## src/rtl/core/md5_pkg.sv

```systemverilog
`default_nettype none
// ----------------------------------------------------------------------------
// md5_pkg
// Shared types, constants and step tables of the MD5 digest unit.
// ----------------------------------------------------------------------------
package md5_pkg;

	typedef struct packed {
		logic [7:0] data_byte;
		logic       byte_valid;
		logic       last;
	} md5_in_t;

	typedef struct packed {
		logic [63:0] digest_low;
		logic [63:0] digest_high;
	} md5_out_t;

	// front-to-back request: one byte and/or an end mark
	typedef md5_in_t md5_req_t;

	localparam logic [31:0] IV0 = 32'h67452301;
	localparam logic [31:0] IV1 = 32'hefcdab89;
	localparam logic [31:0] IV2 = 32'h98badcfe;
	localparam logic [31:0] IV3 = 32'h10325476;
	localparam logic [7:0]  PAD_BYTE = 8'h80;

	typedef enum logic [2:0] {
		ST_IDLE,
		ST_ROUND,
		ST_PAD,
		ST_LEN,
		ST_EMIT
	} md5_state_t;

	function automatic logic [31:0] step_k(input logic [5:0] i);
		logic [31:0] k;
		unique case (i)
			6'd0: k = 32'hd76aa478;  6'd1: k = 32'he8c7b756;
			6'd2: k = 32'h242070db;  6'd3: k = 32'hc1bdceee;
			6'd4: k = 32'hf57c0faf;  6'd5: k = 32'h4787c62a;
			6'd6: k = 32'ha8304613;  6'd7: k = 32'hfd469501;
			6'd8: k = 32'h698098d8;  6'd9: k = 32'h8b44f7af;
			6'd10: k = 32'hffff5bb1; 6'd11: k = 32'h895cd7be;
			6'd12: k = 32'h6b901122; 6'd13: k = 32'hfd987193;
			6'd14: k = 32'ha679438e; 6'd15: k = 32'h49b40821;
			6'd16: k = 32'hf61e2562; 6'd17: k = 32'hc040b340;
			6'd18: k = 32'h265e5a51; 6'd19: k = 32'he9b6c7aa;
			6'd20: k = 32'hd62f105d; 6'd21: k = 32'h02441453;
			6'd22: k = 32'hd8a1e681; 6'd23: k = 32'he7d3fbc8;
			6'd24: k = 32'h21e1cde6; 6'd25: k = 32'hc33707d6;
			6'd26: k = 32'hf4d50d87; 6'd27: k = 32'h455a14ed;
			6'd28: k = 32'ha9e3e905; 6'd29: k = 32'hfcefa3f8;
			6'd30: k = 32'h676f02d9; 6'd31: k = 32'h8d2a4c8a;
			6'd32: k = 32'hfffa3942; 6'd33: k = 32'h8771f681;
			6'd34: k = 32'h6d9d6122; 6'd35: k = 32'hfde5380c;
			6'd36: k = 32'ha4beea44; 6'd37: k = 32'h4bdecfa9;
			6'd38: k = 32'hf6bb4b60; 6'd39: k = 32'hbebfbc70;
			6'd40: k = 32'h289b7ec6; 6'd41: k = 32'heaa127fa;
			6'd42: k = 32'hd4ef3085; 6'd43: k = 32'h04881d05;
			6'd44: k = 32'hd9d4d039; 6'd45: k = 32'he6db99e5;
			6'd46: k = 32'h1fa27cf8; 6'd47: k = 32'hc4ac5665;
			6'd48: k = 32'hf4292244; 6'd49: k = 32'h432aff97;
			6'd50: k = 32'hab9423a7; 6'd51: k = 32'hfc93a039;
			6'd52: k = 32'h655b59c3; 6'd53: k = 32'h8f0ccc92;
			6'd54: k = 32'hffeff47d; 6'd55: k = 32'h85845dd1;
			6'd56: k = 32'h6fa87e4f; 6'd57: k = 32'hfe2ce6e0;
			6'd58: k = 32'ha3014314; 6'd59: k = 32'h4e0811a1;
			6'd60: k = 32'hf7537e82; 6'd61: k = 32'hbd3af235;
			6'd62: k = 32'h2ad7d2bb; default: k = 32'heb86d391;
		endcase
		return k;
	endfunction

	function automatic logic [4:0] step_rot(input logic [5:0] i);
		logic [4:0] r;
		unique case ({i[5:4], i[1:0]})
			4'd0: r = 5'd7;   4'd1: r = 5'd12;  4'd2: r = 5'd17;  4'd3: r = 5'd22;
			4'd4: r = 5'd5;   4'd5: r = 5'd9;   4'd6: r = 5'd14;  4'd7: r = 5'd20;
			4'd8: r = 5'd4;   4'd9: r = 5'd11;  4'd10: r = 5'd16; 4'd11: r = 5'd23;
			4'd12: r = 5'd6;  4'd13: r = 5'd10; 4'd14: r = 5'd15; default: r = 5'd21;
		endcase
		return r;
	endfunction

endpackage
`default_nettype wire

```

## src/rtl/core/md5_message_digest_unit.sv

```systemverilog
`default_nettype none
// ----------------------------------------------------------------------------
// md5_message_digest_unit
// MD5 digest over a byte stream, one byte per request.
// ----------------------------------------------------------------------------
// The back end stores one byte request per cycle while it is idle, taking it
// from the queue register; every 64th byte starts a compression, one MD5 step
// per cycle in the round unit, during which no request is taken. A request
// with last set pads the block, writes the length, runs the compression and
// loads the digest into an output register, waiting there while the previous
// digest is still stalled; when no more than 8 bytes are left the padded block
// is compressed first, and a last byte that fills the block is compressed with
// that full block before the padding block.
// A two-entry queue in front lets requests land while the round unit works.
// Requests with neither a byte nor last are dropped.
module md5_message_digest_unit (
	input  wire                 clk,
	input  wire                 arst_n,
	input  wire                 in_valid,
	output logic                in_stall,
	input  md5_pkg::md5_in_t    in_data,
	output logic                out_valid,
	input  wire                 out_stall,
	output md5_pkg::md5_out_t   out_data
);
	import md5_pkg::*;

	logic     req_valid, req_take;
	md5_req_t req_data;

	md5_front u_front (
		.clk(clk), .arst_n(arst_n),
		.in_valid(in_valid), .in_stall(in_stall), .in_data(in_data),
		.req_valid(req_valid), .req_take(req_take), .req_data(req_data)
	);

	md5_back u_back (
		.clk(clk), .arst_n(arst_n),
		.req_valid(req_valid), .req_take(req_take), .req_data(req_data),
		.out_valid(out_valid), .stall(out_stall), .out_data(out_data)
	);

endmodule
`default_nettype wire

```

## src/rtl/core/md5_front.sv

```systemverilog
`default_nettype none
// ----------------------------------------------------------------------------
// md5_front
// Input side: drops empty requests and queues the rest for the back end.
// ----------------------------------------------------------------------------
module md5_front (
	input  wire                 clk,
	input  wire                 arst_n,
	input  wire                 in_valid,
	output logic                in_stall,
	input  md5_pkg::md5_in_t    in_data,
	output logic                req_valid,
	input  wire                 req_take,
	output md5_pkg::md5_req_t   req_data
);
	import md5_pkg::*;

	// two-entry queue
	md5_req_t   slot_q [2];
	logic       wr_ptr_q, rd_ptr_q;
	logic [1:0] count_q;
	logic       push, pop, keep;

	assign in_stall = (count_q == 2'd2);
	assign keep = in_data.byte_valid | in_data.last;
	assign push = in_valid & ~in_stall & keep;
	assign pop = req_take & req_valid;
	assign req_valid = (count_q != 2'd0);
	assign req_data = slot_q[rd_ptr_q];

	always_ff @(posedge clk) begin
		if (push) begin
			slot_q[wr_ptr_q] <= in_data;
		end
	end

	always_ff @(posedge clk or negedge arst_n) begin
		if (!arst_n) begin
			wr_ptr_q <= 1'b0;
			rd_ptr_q <= 1'b0;
			count_q <= 2'd0;
		end else begin
			if (push) wr_ptr_q <= ~wr_ptr_q;
			if (pop) rd_ptr_q <= ~rd_ptr_q;
			count_q <= count_q + {1'b0, push} - {1'b0, pop};
		end
	end

	assert property (@(posedge clk) disable iff (!arst_n) count_q != 2'd3)
		else $error("queue count out of range");
	assert property (@(posedge clk) disable iff (!arst_n)
		(count_q == 2'd2 && !pop) |=> count_q == 2'd2)
		else $error("full queue lost an entry");
	assert property (@(posedge clk) disable iff (!arst_n)
		(count_q == 2'd0) |-> !pop)
		else $error("pop from empty queue");

endmodule
`default_nettype wire

```

## src/rtl/core/md5_back.sv

```systemverilog
`default_nettype none
// ----------------------------------------------------------------------------
// md5_back
// Block buffer, padding sequencer and one-step-per-cycle MD5 round unit.
// ----------------------------------------------------------------------------
module md5_back (
	input  wire                 clk,
	input  wire                 arst_n,
	input  wire                 req_valid,
	output logic                req_take,
	input  md5_pkg::md5_req_t   req_data,
	output logic                out_valid,
	input  wire                 stall,
	output md5_pkg::md5_out_t   out_data
);
	import md5_pkg::*;

	logic [31:0] buf_q [16];
	logic [5:0]  fill_q;
	logic [63:0] bits_q;
	logic [31:0] h_q [4];
	logic [31:0] a_q, b_q, c_q, d_q;
	logic [5:0]  idx_q;
	logic        fin_q;     // end mark pending after this compression
	logic        len_q;     // this compression carries the length
	logic        tail_q;    // length block still to follow this compression
	logic        ov_q;
	md5_out_t    out_q;
	md5_state_t  state_q, state_d;

	logic [3:0]  g;
	logic [31:0] f, t, rot, bnew, m;
	logic [63:0] w;

	always_comb begin
		unique case (idx_q[5:4])
			2'd0: begin f = (b_q & c_q) | (~b_q & d_q); g = idx_q[3:0]; end
			2'd1: begin f = (b_q & d_q) | (c_q & ~d_q); g = 4'(5 * idx_q + 1); end
			2'd2: begin f = b_q ^ c_q ^ d_q; g = 4'(3 * idx_q + 5); end
			default: begin f = c_q ^ (b_q | ~d_q); g = 4'(7 * idx_q); end
		endcase
		m = buf_q[g];
		t = a_q + f + m + step_k(idx_q);
		w = {t, t} << step_rot(idx_q);
		rot = w[63:32];
		bnew = b_q + rot;
	end

	assign req_take = (state_q == ST_IDLE);
	assign out_valid = ov_q;
	assign out_data = out_q;

	always_comb begin
		state_d = state_q;
		unique case (state_q)
			ST_IDLE: if (req_valid) begin
				if (req_data.byte_valid && fill_q == 6'd63) state_d = ST_ROUND;
				else if (req_data.last) state_d = ST_PAD;
			end
			ST_ROUND: if (idx_q == 6'd63) begin
				if (len_q) state_d = ST_EMIT;
				else if (fin_q) state_d = ST_PAD;
				else if (tail_q) state_d = ST_LEN;
				else state_d = ST_IDLE;
			end
			ST_PAD: state_d = (fill_q >= 6'd56) ? ST_ROUND : ST_LEN;
			ST_LEN: state_d = ST_ROUND;
			ST_EMIT: if (!ov_q) state_d = ST_IDLE;
			default: state_d = ST_IDLE;
		endcase
	end

	always_ff @(posedge clk) begin
		unique case (state_q)
			ST_IDLE: if (req_valid && req_data.byte_valid) begin
				buf_q[fill_q[5:2]][8*fill_q[1:0] +: 8] <= req_data.data_byte;
			end
			ST_PAD: begin
				// mark byte, zero the rest of the block
				for (int k = 0; k < 64; k++) begin
					if (k[5:0] == fill_q) buf_q[k/4][8*(k%4) +: 8] <= PAD_BYTE;
					else if (k[5:0] > fill_q) buf_q[k/4][8*(k%4) +: 8] <= 8'h00;
				end
			end
			ST_LEN: begin
				if (tail_q) begin
					for (int k = 0; k < 14; k++) buf_q[k] <= 32'h0;
				end
				buf_q[14] <= bits_q[31:0];
				buf_q[15] <= bits_q[63:32];
			end
			ST_EMIT: if (!ov_q) begin
				out_q.digest_low <= {h_q[1], h_q[0]};
				out_q.digest_high <= {h_q[3], h_q[2]};
			end
			default: ;
		endcase
		if (state_q == ST_ROUND) begin
			a_q <= d_q; b_q <= bnew; c_q <= b_q; d_q <= c_q;
		end else begin
			a_q <= h_q[0]; b_q <= h_q[1]; c_q <= h_q[2]; d_q <= h_q[3];
		end
	end

	always_ff @(posedge clk or negedge arst_n) begin
		if (!arst_n) begin
			state_q <= ST_IDLE;
			fill_q <= 6'd0;
			bits_q <= 64'd0;
			idx_q <= 6'd0;
			fin_q <= 1'b0;
			len_q <= 1'b0;
			tail_q <= 1'b0;
			ov_q <= 1'b0;
			h_q[0] <= IV0; h_q[1] <= IV1; h_q[2] <= IV2; h_q[3] <= IV3;
		end else begin
			state_q <= state_d;
			if (ov_q && !stall) ov_q <= 1'b0;
			unique case (state_q)
				ST_IDLE: if (req_valid) begin
					if (req_data.byte_valid) begin
						fill_q <= fill_q + 6'd1;
						bits_q <= bits_q + 64'd8;
					end
					fin_q <= req_data.last;
				end
				ST_ROUND: begin
					idx_q <= idx_q + 6'd1;
					if (idx_q == 6'd63) begin
						h_q[0] <= h_q[0] + d_q;
						h_q[1] <= h_q[1] + bnew;
						h_q[2] <= h_q[2] + b_q;
						h_q[3] <= h_q[3] + c_q;
						if (fin_q && !len_q) fin_q <= 1'b1;
					end
				end
				ST_PAD: begin
					// long tail: this block is not the length block, one more follows
					if (fill_q >= 6'd56) begin
						fill_q <= 6'd0;
						fin_q <= 1'b0;
						tail_q <= 1'b1;
					end else begin
						fin_q <= 1'b1;
					end
				end
				ST_LEN: begin
					len_q <= 1'b1;
					tail_q <= 1'b0;
				end
				ST_EMIT: if (!ov_q) begin
					ov_q <= 1'b1;
					len_q <= 1'b0;
					fin_q <= 1'b0;
					fill_q <= 6'd0;
					bits_q <= 64'd0;
					h_q[0] <= IV0; h_q[1] <= IV1; h_q[2] <= IV2; h_q[3] <= IV3;
				end
				default: ;
			endcase
		end
	end

	assert property (@(posedge clk) disable iff (!arst_n)
		(state_q == ST_ROUND) |=> (state_q == ST_ROUND || idx_q == 6'd0))
		else $error("round counter left mid-block");
	assert property (@(posedge clk) disable iff (!arst_n)
		(state_q != ST_IDLE) |-> !req_take)
		else $error("request taken while busy");
	assert property (@(posedge clk) disable iff (!arst_n)
		(ov_q && stall) |=> ov_q && $stable(out_q))
		else $error("digest dropped under stall");

endmodule
`default_nettype wire
```

## config.mk

```make
export PLATFORM = sky130hd
export DESIGN_NAME = md5_message_digest_unit
export DESIGN_NICKNAME = d
export VERILOG_FILES = /design/src/rtl/core/md5_pkg.sv /design/src/rtl/core/md5_message_digest_unit.sv /design/src/rtl/core/md5_front.sv /design/src/rtl/core/md5_back.sv
export SDC_FILE = /design/constraint.sdc
export NUM_CORES = 2
export LEC_CHECK = 0
export BUFFER_PORTS_ARGS = -buffer_cell sky130_fd_sc_hd__buf_2
export CAP_MARGIN = 20
export CORE_ASPECT_RATIO = 1.2
export CORE_UTILIZATION = 55
export DETAILED_ROUTE_END_ITERATION = 6
export HOLD_SLACK_MARGIN = 0.02
export PLACE_DENSITY = 0.74
export SLEW_MARGIN = 20
export SYNTH_ARGS = -nofsm -noshare
export SYNTH_HDL_FRONTEND = slang
export SYNTH_SLANG_ARGS = --single-unit
```

## constraint.sdc

```tcl
create_clock -name clk -period 11.59 [get_ports clk]
set_clock_uncertainty 0.05 [all_clocks]
set_input_delay 0.5795 -clock clk [delete_from_list [all_inputs] [get_ports clk]]
set_output_delay 0.5795 -clock clk [all_outputs]
set_load 0.05 [all_outputs]
```

### After elaboration in Yosys (flattened, before gate mapping)

Memory sizes are Yosys's and may differ from the RTL's.
Cells that the tools add are included.

| cells by class | value |
|---|---|
| $add $sub $neg | 16 |
| multipliers | 3 |
| $lt $le $gt $ge | 65 |
| equal/unequal tests | 79 |
| shift operators | 3 |
| muxes and demuxes | 629 |
| bitwise operators | 148 |
| reduce and logical (&&, ||, !) cells | 25 |

Operators by type and width:

| kind | count |
|---|---|
| 8-bit two-way mux | 128 |
| 1-bit two-way mux | 466 |
| 32-bit adder | 8 |
| 128-bit two-way mux | 2 |
| 128-bit case mux with 2 select lines | 1 |
| 32-bit two-way mux | 7 |
| 6-bit equality test, first input constant | 32 |
| 6-bit > comparator, first input constant | 32 |
| 64-bit two-way mux | 3 |
| 1-bit bitwise OR | 129 |
| 32-bit AND | 4 |
| 64-bit case mux with 2 select lines | 1 |
| 5-bit by 6-bit equality test with 1-bit output, first input constant | 16 |
| 5-bit by 6-bit > comparator with 1-bit output, first input constant | 16 |
| 32-bit bitwise OR | 3 |
| 32-bit case mux with 3 select lines | 1 |
| 32-bit bitwise XOR | 3 |
| 64-bit by 4-bit adder with 64-bit output, second input constant | 1 |
| 32-bit inverter | 2 |
| 64-bit by 5-bit left shift with 64-bit output | 1 |
| 4-bit by 6-bit equality test with 1-bit output, first input constant | 8 |
| 4-bit by 6-bit > comparator with 1-bit output, first input constant | 8 |
| 5-bit negation with 34-bit output | 1 |
| 8-bit by 34-bit variable shift with 32-bit output, first input constant | 1 |
| 48 further kinds | 94 |

| storage, ports and cells | value |
|---|---|
| register bits | 471 |
| memory bits (writable) | 532 |
| bits in read-only memories | 2128 |
| input port bits | 14 |
| logic and storage cells | 993 |
| memories kept | 4 |

Memory list:

| memory | depth | width | rd ports | clocked after memory_dff | write ports | RTL line | text |
|---|---|---|---|---|---|---|---|
| (no name shown) | 64 | 32 | 1 | 0 | 0 | md5_pkg.sv:38 | `unique case (i)` |
| u_back.buf_q | 16 | 32 | 1 | 0 | 16 | md5_back.sv:18 | `logic [31:0] buf_q [16];` |
| (no name shown) | 16 | 5 | 1 | 0 | 0 | md5_pkg.sv:77 | `unique case ({i[5:4], i[1:0]})` |
| u_front.slot_q | 2 | 10 | 1 | 0 | 1 | md5_front.sv:19 | `md5_req_t slot_q [2];` |

### Depth between registers and ports, before layout

| depth | value |
|---|---|
| word-level depth | 12 |
| mapped depth | 66 |
| mapped depth without buffers | 61 |

### Modules after synthesis

Synthesis repeated with hierarchy kept, for this count alone.

| unflattened totals | value |
|---|---|
| cell total of the unflattened synthesis | 7190 |
| area total of the unflattened synthesis | 59907.5 um^2 |

Modules (own cells, without submodules):

| module | instances | cells each | area an instance (um^2) | seq. area each (um^2) |
|---|---|---|---|---|
| md5_back | 1 | 7139 | 58954.0 | 22531.6 |
| md5_front | 1 | 51 | 953.4 | 700.7 |

### Worst setup path before layout

Ideal clock, no wire load.

| path | value |
|---|---|
| kind | register to register |
| start point | reg u_back.idx_q[0] |
| end point | reg u_back.h_q[95] in the netlist's numbering |
| arrival time | 12.198 ns |
| data required time | 11.459 ns |
| path slack | -0.740 ns |
| cell stages (with the launch flop) | 59 |
| path buffers | 5 |
| clock period less this slack | 12.330 ns |
| path through | dfrtp_1 > buf_2 > inv_2 > clkbuf_1 > ha_1 > nand4bb_1 > nand4_1 > buf_6 > clkbuf_1 > buf_1 > mux4_2 > nand2_1 > a31oi_1 > fa_1 > inv_1 > fa_1 > inv_1 > ha_1 > (+23 left out) > and2_1 > nor2_1 > nand2_1 > nand2b_1 > a21oi_1 > xnor2_1 > ha_1 > nand4_1 > or4b_2 > a211o_1 > o221ai_1 > a21oi_1 > a21oi_1 > a211o_1 > a21o_1 > nand3_1 > and4b_1 > a211oi_2 |

| on the way | value |
|---|---|
| word-level cells in the longest chain between the ends | 11 |

RTL lines:

| element | RTL line | text |
|---|---|---|
| start, declared | md5_back.sv:23 | `logic [5:0] idx_q;` |
| start signal, assigned | md5_back.sv:128 | `idx_q <= idx_q + 6'd1;` |
| 2-bit by 6-bit multiplier with 4-bit output or 3-bit by 6-bit multiplier with 4-bit output (tied branches) | md5_back.sv:39, md5_back.sv:38 |  |
| 4-bit by 3-bit adder with 4-bit output or 4-bit by 1-bit adder with 4-bit output (tied branches) | md5_back.sv:39, md5_back.sv:38 |  |
| 4-bit case mux with 3 select lines | md5_back.sv:36 | `unique case (idx_q[5:4])` |
| memory read 16 x 32 bit | - |  |
| 32-bit adder (2 in a row) | md5_back.sv:43 | `t = a_q + f + m + step_k(idx_q);` |
| 64-bit by 5-bit left shift with 64-bit output | md5_back.sv:44 | `w = {t, t} << step_rot(idx_q);` |
| 32-bit adder | md5_back.sv:46 | `bnew = b_q + rot;` |
| 32-bit adder | md5_back.sv:131 | `h_q[1] <= h_q[1] + bnew;` |
| 128-bit two-way mux | md5_back.sv:129 | `if (idx_q == 6'd63) begin` |
| 128-bit case mux with 2 select lines | md5_back.sv:119 | `unique case (state_q)` |
| end, declared | md5_back.sv:21 | `logic [31:0] h_q [4];` |

Several ways; a longest one is shown, not always the timed one. The select of a mux whose other input is x is not followed.
A chain may end at the register's enable or synchronous reset.

### Worst setup path after layout

| path | value |
|---|---|
| start point | reg u_back.idx_q[1] |
| end point | reg u_back.h_q[95] in the netlist's numbering |

Same word-level chain as after synthesis.

==> impl_metrics.py <==
metrics = {
    "outcome": {
        "outcome": "complete, but fails checks",
        "violations": "DRC",
    },
    "die": {
        "row_count": 131,
        "die_area_sq_um": 108000,
        "die_h_um": 360,
        "initial_core_util_pct": 55.4,
        "dieWidth_um": 301,
        "coreArea_sq_um": 106000,
        "ioPinCount": 144,
    },
    "critical_path": {
        "cp_top_family": "compound AO/OA/AOI/OAI gates",
        "crit_buf_inv": 10,
        "worstPathRequired_ns": 12.23,
        "worst-path-stages": 53,
        "r2r_cells": 53,
        "r2r-start": "u_back.idx_q[1]$_DFFE_PN0P_",
        "slowest_stage": "or4b_4",
        "crit_type": "reg -> reg",
        "reg2reg_to": "u_back.h_q[95]$_DFFE_PN1P_",
        "reg2reg_slack_ns": 0.33,
        "critPathArrivalTime_ns": 11.90,
        "end_kind": "flip-flop",
        "start_kind": "flip-flop",
        "crit_fanout": 6,
        "max_stage_delay_ns": 0.55,
    },
    "logic_synthesis": {
        "ys_top_cells_by_area": "dfxtp_1 (20%), edfxtp_1 (11%), nand2_1 (8.6%)",
        "synthArstFlopShare_pct": 21.2,
        "yosysSeqAreaShare_pct": 39.5,
        "yosys.area.top_type": "dfxtp_1",
        "synth_top_area_share_pct": 19.8,
        "ys.flop_type": "dfxtp_1",
        "synth_area_sq_um": 58900,
        "synth_edf_count": 207,
        "syn_nets": 7184,
        "synthDistinctLibCells": 103,
        "netlist_instances": 6870,
        "syn_area_per_cell_sq_um": 8.57,
        "synth-seq-cells": 1000,
        "synth_warnings": 0,
    },
    "placement": {
        "place_congestion": 1.04,
        "dp_slack_ns": -0.516,
        "hpwl_um": 172000,
        "port_buffers": 143,
        "placed_cells": 8559,
    },
    "hold_path": {
        "hold_class": "in -> reg",
        "worstHoldPathCells": 4,
        "min_from": "in_valid",
        "min_to": "u_front.wr_ptr_q$_DFFE_PN0P_",
    },
    "timing": {
        "worst_pin_slew_ns": 1.23,
        "post-route-min-period_ns": 11.26,
        "fin_setup_tns_ns": 0,
        "setup_ws_ns": 0.329,
        "setup_viol": 0,
        "maxSlewHeadroom_pct": 18.0,
        "final_max_slew_viol_count": 0,
        "timing.final.crit_share_pct": 97.2,
        "finalHoldViolations": 0,
        "max_clock_freq_mhz": 88.8,
    },
    "clock_tree": {
        "clk_path_buf_depth": 3,
        "h-tree-depth": 3,
        "path_clk_slew_ns": 0.06,
        "clkSinkCount": 1000,
        "clock-root-buffer": "clkbuf_16",
        "clk_latency_ns": 0.78,
        "cts_tree": "yes",
        "cts_buffers": 101,
    },
    "drt": {
        "vias": 55900,
        "post_drt_via_cell_ratio": 6.35,
        "ant_nets": 0,
        "drt_wl_total_um": 231000,
        "first_pass_iters": 7,
        "drc_errors": 17,
        "drtIter0Drc": 5925,
        "wl_per_cell_um": 26.2,
    },
    "cells_and_area": {
        "syn2layout_area_growth_pct": 18.0,
        "fin_util_pct": 65.4,
        "nNetsFinal": 7637,
        "final_cell_mix": "nand2_1 (1341), nor2_1 (721), a21oi_1 (655)",
        "layout-drive-gt1-share_pct": 18.1,
        "final_common_cell": "nand2_1",
        "fin_cells": 8813,
    },
    "grt": {
        "grt_start_max_net_pins": 111,
        "grt_pass1_wl_um": 340000,
        "first_global_vias": 53700,
        "grt.overflow.total": 0,
        "grt_antenna_before_repair": 8,
        "track_usage_pct": 41.9,
    },
    "flow_run": {
        "drv_cap": 0,
    },
}
==> Yosys cell counts, types with 26 or more instances <==
| cell | count |
|---|---|
| buf_1 | 48 |
| o21a_1 | 41 |
| dfstp_2 | 64 |
| dfrtp_1 | 148 |
| xnor2_1 | 116 |
| mux2_2 | 39 |
| a31oi_1 | 126 |
| nand2b_1 | 67 |
| inv_1 | 246 |
| nand4_1 | 26 |
| dfxtp_1 | 581 |
| nand3_1 | 192 |
| maj3_1 | 30 |
| fa_1 | 72 |
| nand2_1 | 1346 |
| a21oi_1 | 678 |
| nor3_1 | 74 |
| clkbuf_1 | 293 |
| o22ai_1 | 36 |
| o21ai_0 | 336 |
| xor2_1 | 145 |
| or3_1 | 31 |
| a211oi_1 | 77 |
| a21o_1 | 80 |
| edfxtp_1 | 207 |
| and3_1 | 38 |
| ha_1 | 228 |
| mux4_2 | 138 |
| nor2b_1 | 30 |
| and2_1 | 40 |
| mux2i_1 | 128 |
| o21ai_1 | 30 |
| nor2_1 | 740 |
==> sequential cells by signal (all words and copies together), names as in the netlist, 20 cells and up <==
name	flops
u_back.buf_q	512
u_back.d_q	32
u_front.slot_q	20
u_back.b_q	32
u_back.h_q	128
u_back.bits_q	61
u_back.out_data	128
u_back.c_q	32
u_back.a_q	32
==> cell type report <==
cell class                 instances  area, sq um
sequential                      1000        23200
inverter                         252          956
clock buffer                     147         2930
antenna                            5         12.5
timing repair buffer             712         5530
multi-input combinational       5256        34400
fill                            8853        36800
tap                             1396         1750
clock inverter                    45          682
==> kinds of logic after synthesis <==
group                      Yosys count  share of synthesized area, %
xor gates and xnor gates           264                          3.99
and+or+nand+nor                   2651                          18.9
DFF                               1000                          39.5
muxes                              305                          8.20
buffers and inverters              614                          4.01
adders and majority gates          330                          7.80
AOI/OAI and AO/OA                 1706                          17.7
==> timing repair <==
item / 4_1_cts / 5_1_grt
pin swaps: 8 / 69
hold buffers: 12 / 0
endpoints found under the setup margin: 8 / 13
gates resized for setup: 45 / 170
gates cloned: 1 / 2
endpoints found under the hold margin: 67 / 0
buffers inserted: 8 / 33
==> worst max-delay path by stage <==
stage	startpoint	endpoint	slack, ns
CTS	u_back.idx_q[1]$_DFFE_PN0P_	u_back.h_q[95]$_DFFE_PN1P_	0.04
floorplan	u_back.idx_q[1]$_DFFE_PN0P_	u_back.h_q[95]$_DFFE_PN1P_	0.003
global route	u_back.idx_q[1]$_DFFE_PN0P_	u_back.h_q[95]$_DFFE_PN1P_	-0.08
finish	u_back.idx_q[1]$_DFFE_PN0P_	u_back.h_q[95]$_DFFE_PN1P_	0.33
global placement	u_back.idx_q[1]$_DFFE_PN0P_	u_back.h_q[95]$_DFFE_PN1P_	-0.41
detailed placement	u_back.idx_q[1]$_DFFE_PN0P_	u_back.h_q[95]$_DFFE_PN1P_	-0.52
==> stage by stage <==
| step | hold slack, ns | cell area, sq um |
|---|---|---|
| 2_1_floorplan | 0.234 | 58900 |
| 3_3_place_gp | 0.388 | 64200 |
| 3_5_place_dp | 0.393 | 64200 |
| 4_1_cts | 0.249 | 68300 |
| 5_1_grt | 0.270 | 69400 |
| 6_report | 0.271 | 69500 |
==> worst min-delay path: stages <==
cell,delay [ns]
buf_2,0.10
o21ai_0,0.12
nor2_1,0.10
xor2_1,0.16
==> metal layers <==
metal | part of all wire (%) | GRT usage [%] | up-vias | wire length (um)
met2 | 47 | 68.5 | 3020 | 108000
met3 | 8.4 | 8.21 | 955 | 19500
li1 | - | - | 25100 | -
met1 | 35 | 47.9 | 26900 | 81400
met5 | 0.022 | 0 | - | 51
met4 | 9.6 | 33.0 | 8 | 22100
Power is not shown: default switching activity piles up to over one toggle a cycle in this logic, so the estimate is an artifact.
